--- src/rtl/pem_fifo.sv ---
module pem_fifo #(
	parameter int WIDTH = 17,
	parameter int DEPTH = 4
) (
	input  logic             clk,
	input  logic             arst_n,
	input  logic             push,
	input  logic [WIDTH-1:0] wdata,
	output logic             full,
	input  logic             pop,
	output logic [WIDTH-1:0] rdata,
	output logic             empty
);

	localparam int AW = (DEPTH > 1) ? $clog2(DEPTH) : 1;
	localparam int CW = $clog2(DEPTH + 1);

	logic [WIDTH-1:0] store_q [DEPTH];
	logic [AW-1:0]    wr_ptr_q;
	logic [AW-1:0]    rd_ptr_q;
	logic [CW-1:0]    count_q;
	logic             rd_fire;

	assign full    = (count_q == CW'(DEPTH));
	assign empty   = (count_q == '0);
	assign rdata   = store_q[rd_ptr_q];
	assign rd_fire = pop && !empty;

	// Store entry on push
	always_ff @(posedge clk) begin
		if (push)
			store_q[wr_ptr_q] <= wdata;
	end

	// Advance pointers and occupancy
	always_ff @(posedge clk or negedge arst_n) begin
		if (!arst_n) begin
			wr_ptr_q <= '0;
			rd_ptr_q <= '0;
			count_q  <= '0;
		end else begin
			if (push)
				wr_ptr_q <= wr_ptr_q + AW'(1);
			if (rd_fire)
				rd_ptr_q <= rd_ptr_q + AW'(1);
			if (push && !rd_fire)
				count_q <= count_q + CW'(1);
			else if (!push && rd_fire)
				count_q <= count_q - CW'(1);
		end
	end

endmodule

--- src/rtl/pem_front.sv ---
module pem_front #(
	parameter int PIXEL_BITS = 16
) (
	input  logic                  clk,
	input  logic                  arst_n,
	input  logic                  push,
	input  logic [PIXEL_BITS-1:0] pixel,
	output logic                  full,
	input  logic [PIXEL_BITS-1:0] min_level,
	input  logic                  deq,
	output logic                  q_empty,
	output logic                  q_below,
	output logic [PIXEL_BITS-1:0] q_delta
);

	logic                  below;
	logic [PIXEL_BITS-1:0] delta;
	logic                  accept;
	logic [PIXEL_BITS:0]   q_rdata;

	// Classify: below the range, else offset from the floor
	assign below  = (pixel < min_level);
	assign delta  = below ? '0 : (pixel - min_level);
	assign accept = push && !full;

	pem_fifo #(
		.WIDTH(PIXEL_BITS + 1),
		.DEPTH(4)
	) u_pem_cmdq (
		.clk   (clk),
		.arst_n(arst_n),
		.push  (accept),
		.wdata ({below, delta}),
		.full  (full),
		.pop   (deq),
		.rdata (q_rdata),
		.empty (q_empty)
	);

	assign q_below = q_rdata[PIXEL_BITS];
	assign q_delta = q_rdata[PIXEL_BITS-1:0];

endmodule

--- config.mk ---
export PLATFORM = sky130hd
export DESIGN_NAME = pem_front
export DESIGN_NICKNAME = d
export VERILOG_FILES = /design/src/rtl/pem_fifo.sv /design/src/rtl/pem_front.sv
export SDC_FILE = /design/constraint.sdc
export NUM_CORES = 1
export LEC_CHECK = 0
export ABC_CLOCK_PERIOD_IN_PS = 3400
export CAP_MARGIN = 20
export CORE_MARGIN = 2
export CORE_UTILIZATION = 45
export CTS_CLUSTER_SIZE = 14
export DETAILED_ROUTE_END_ITERATION = 10
export DONT_BUFFER_PORTS = 1
export PLACE_DENSITY = 0.71
export SLEW_MARGIN = 10
export SYNTH_ARGS = -nofsm -noshare
export SYNTH_HDL_FRONTEND = slang
export SYNTH_SLANG_ARGS = --single-unit
--- constraint.sdc ---
create_clock -name clk -period 3.4 [get_ports clk]
set_input_delay 0.68 -clock clk [delete_from_list [all_inputs] [get_ports clk]]
set_output_delay 0.68 -clock clk [all_outputs]
set_load 0.02 [all_outputs]
==> impl_metrics.env <==
export IMPL_ant_nets=0
export IMPL_finalWorstSetupSlack_ns=0.898
export IMPL_overflow=0
export IMPL_seq_area_frac_synth_pct=58.4
export IMPL_yosysUniqueCellTypes=45
export IMPL_syn_area_per_cell_um2=14.3
export IMPL_hold_buffers=0
export IMPL_r2r_slack_ns=1.07
export IMPL_vdd_drop_max_v=0.000277
export IMPL_crit_type="in2reg"
export IMPL_firstDrtPassIters=5
export IMPL_crit_path_end_kind="register"
export IMPL_reg2reg_to="u_pem_cmdq.count_q[2]"
export IMPL_worst_pin_slew_ns=0.824
export IMPL_max_freq_ghz=0.400
export IMPL_cts_buffers_inserted=9
export IMPL_hold_path_class="in2async"
export IMPL_cp_max_fo=17
export IMPL_synth_mux_area_share_pct=10.6
export IMPL_skew_ns=0.00426
export IMPL_cap_viol_max_count=0
export IMPL_cts_tree="done"
export IMPL_ys_ff_latch=75
export IMPL_die_area_um2=9190
export IMPL_crit_path_start_kind="input pin"
export IMPL_dpl_cell_area_um2=3950
export IMPL_cp_arrival_ns=2.61
export IMPL_setup_violations=0
export IMPL_fp_row_count=33
export IMPL_dp_slack_ns=0.532
export IMPL_reg2regPathDepth=9
export IMPL_crit_end="u_pem_cmdq.store_q[3][3]"
export IMPL_wl_per_cell_um=15.9
export IMPL_synth_compound_area_share_pct=8.21
export IMPL_cpPeakStageDelay_ns=0.40
export IMPL_grt_max_degree=20
export IMPL_clk_pin_slew_ns=0.07
export IMPL_synth_top_flop_cell="edfxtp_1"
export IMPL_area_growth_pct=9.06
export IMPL_diodes=0
export IMPL_cts_sinks=75
export IMPL_drt_initial_drc_count=100
export IMPL_synth_adder_area_share_pct=8.31
export IMPL_place_congestion=0.807
export IMPL_grt_pass1_wl_um=10200
export IMPL_cts_resized=0
export IMPL_clockBufferDepth=2
export IMPL_synthArstFlopShare_pct=9.33
export IMPL_dieHeight_um=95.8
export IMPL_powerDensity_nw_per_um2=740
export IMPL_crit_reg2reg_launch="u_pem_cmdq.count_q[2]"
export IMPL_synth_top_family_by_area="multiplexers"
export IMPL_grt_pass1_vias=2094
export IMPL_syn_cell_area_um2=3800
export IMPL_fin_crit_sh_pct=73.6
export IMPL_synth_largest_area_cell="edfxtp_1"
export IMPL_coreArea_um2=8220
export IMPL_syn_nets=326
export IMPL_syn_instance_count=266
export IMPL_worstPathCellList="inv_1, ha_1, fa_1, nand2b_1, a21oi_1, o21ai_1, nand2_2, a31oi_4, a211oi_1"
export IMPL_p_leak_nw=1.53
export IMPL_post_dp_hpwl_um=4370
export IMPL_setup_tns_ns=0
export IMPL_layout_drive_gt1_share_pct=16.6
export IMPL_synth_edf_count=68
export IMPL_viasPerCell=5.33
export IMPL_dr_total_vias=2069
export IMPL_hold_viol_final=0
export IMPL_port_buffers=0
export IMPL_synth_area_leaders="edfxtp_1 (54%), mux4_2 (10%), ha_1 (7.3%)"
export IMPL_clock_latency_ns=0.34
export IMPL_status="finished clean"
export IMPL_final_cell_area_um2=4140
export IMPL_start_util_pct=46.2
export IMPL_relSlewSlack_pct=45.1
export IMPL_rsz0062_at_grt="no"
export IMPL_startpoint="pixel[0]"
export IMPL_post_cts_setup_buffers=0
export IMPL_min_period_ns=2.50
export IMPL_final_nets=338
export IMPL_drc=0
export IMPL_routed_wl_um=6170
export IMPL_final_util_pct=50.4
export IMPL_cts_root_buf="clkbuf_8"
export IMPL_ys_warn_count=0
export IMPL_yosysTopAreaCellShare_pct=53.8
export IMPL_synth_xor_area_share_pct=3.69
export IMPL_ios=55
export IMPL_htreeDepth=3
export IMPL_hold_ws_ns=0.0241
export IMPL_crit_slowest_cell="a211oi_1"
export IMPL_die_x_um=95.8
export IMPL_synthSimpleGateAreaFrac_pct=7.68
export IMPL_antenna_found_initial=0
export IMPL_grt_total_usage_pct=15.1
export IMPL_timing_final_max_slew_violations=0
export IMPL_crit_required_ns=3.51
how the worst min path moves through the flow:
stage	start	to	slack (ns)	cells past startpoint
floorplan	arst_n	u_pem_cmdq.count_q[0]	0.38	0
CTS	arst_n	u_pem_cmdq.count_q[0]	0.01	0
finish	arst_n	u_pem_cmdq.rd_ptr_q[0]	0.02	0
global route	arst_n	u_pem_cmdq.rd_ptr_q[0]	0.0002	0
global placement	arst_n	u_pem_cmdq.rd_ptr_q[0]	0.38	0
detailed placement	arst_n	u_pem_cmdq.rd_ptr_q[0]	0.38	0
flip-flops by register name, summed over array words and instances, names as in the netlist:
name / cells
u_pem_cmdq.rd_ptr_q: 2
u_pem_cmdq.count_q: 3
u_pem_cmdq.wr_ptr_q: 2
u_pem_cmdq.store_q: 68
per-stage QoR:
step	cells	total power, mW
after detailed placement	372	2.47
after global routing	388	3.25
after CTS	388	3.11
after global placement	372	2.45
after floorplan	266	2.23
final	388	3.06
report_power, final:
part	internal, mW	total (mW)	switching (mW)
Combinational	0.417	1.04	0.625
Clock	0.338	0.649	0.311
Sequential	1.26	1.37	0.112
Total	2.02	3.06	1.05
synthesized netlist by cell type (2+ instances only):
cell / count
fa_1: 2
o31ai_1: 3
and2_1: 6
o21ai_1: 4
buf_2: 3
a21oi_1: 13
nand3_1: 2
xor2_1: 8
nor2b_1: 3
clkbuf_1: 2
o21ai_0: 6
o21a_1: 2
nor3_1: 4
nand2_1: 12
a211oi_1: 7
inv_1: 22
ha_1: 22
edfxtp_1: 68
nand2_2: 2
dfrtp_1: 7
and3_1: 2
mux4_2: 17
nor2_1: 17
o21bai_1: 2
xnor2_1: 8
nand2b_1: 3
cells by family after synthesis:
logic type      Yosys count
flops                    75
simple gates             58
xor+xnor                 16
mux                      19
compound gates           46
fa+ha+maj                24
buf+inv                  28
final cells by class:
class,count,area (um2)
clock buffers,10,128
clock inverters,6,66.3
fillers,695,4080
inverters,22,82.6
multi-input cells,163,1460
flip-flops and latches,75,2220
well taps,105,131
repair buffers,7,52.6
worst max-delay path: cells and delay by family:
kind | cells | cell delay [ns]
simple gates | 2 | 0.30
fa+ha+maj | 2 | 0.59
buf+inv | 1 | 0.04
compound gates | 4 | 1.00
cell usage in the layout (no fill, tap or decap), types with 2 or more instances in the layout:
master / netlist / routed
a211oi_1: 7 / 7
a21oi_1: 13 / 13
and2_1: 6 / 6
and3_1: 2 / 2
buf_4: 0 / 7
clkbuf_8: 0 / 9
clkinvlp_4: 0 / 3
dfrtp_1: 7 / 7
edfxtp_1: 68 / 68
fa_1: 2 / 2
ha_1: 22 / 22
inv_1: 22 / 22
mux4_2: 17 / 17
nand2_1: 12 / 12
nand2_2: 2 / 2
nand2b_1: 3 / 3
nand3_1: 2 / 2
nor2_1: 17 / 17
nor2b_1: 3 / 3
nor3_1: 4 / 4
o21a_1: 2 / 2
o21ai_0: 6 / 6
o21ai_1: 4 / 4
o21bai_1: 2 / 2
o31ai_1: 3 / 3
xnor2_1: 8 / 8
xor2_1: 8 / 8
routing by layer:
layer  GRT usage, %  up-vias  wire, um
met2           23.4       55      2790
met5              0        -         0
met1           20.4      984      3000
li1               -     1023         -
met4           6.43        0        85
met3           3.68        7       286
Note: power is estimated with default switching activity, not from simulation.
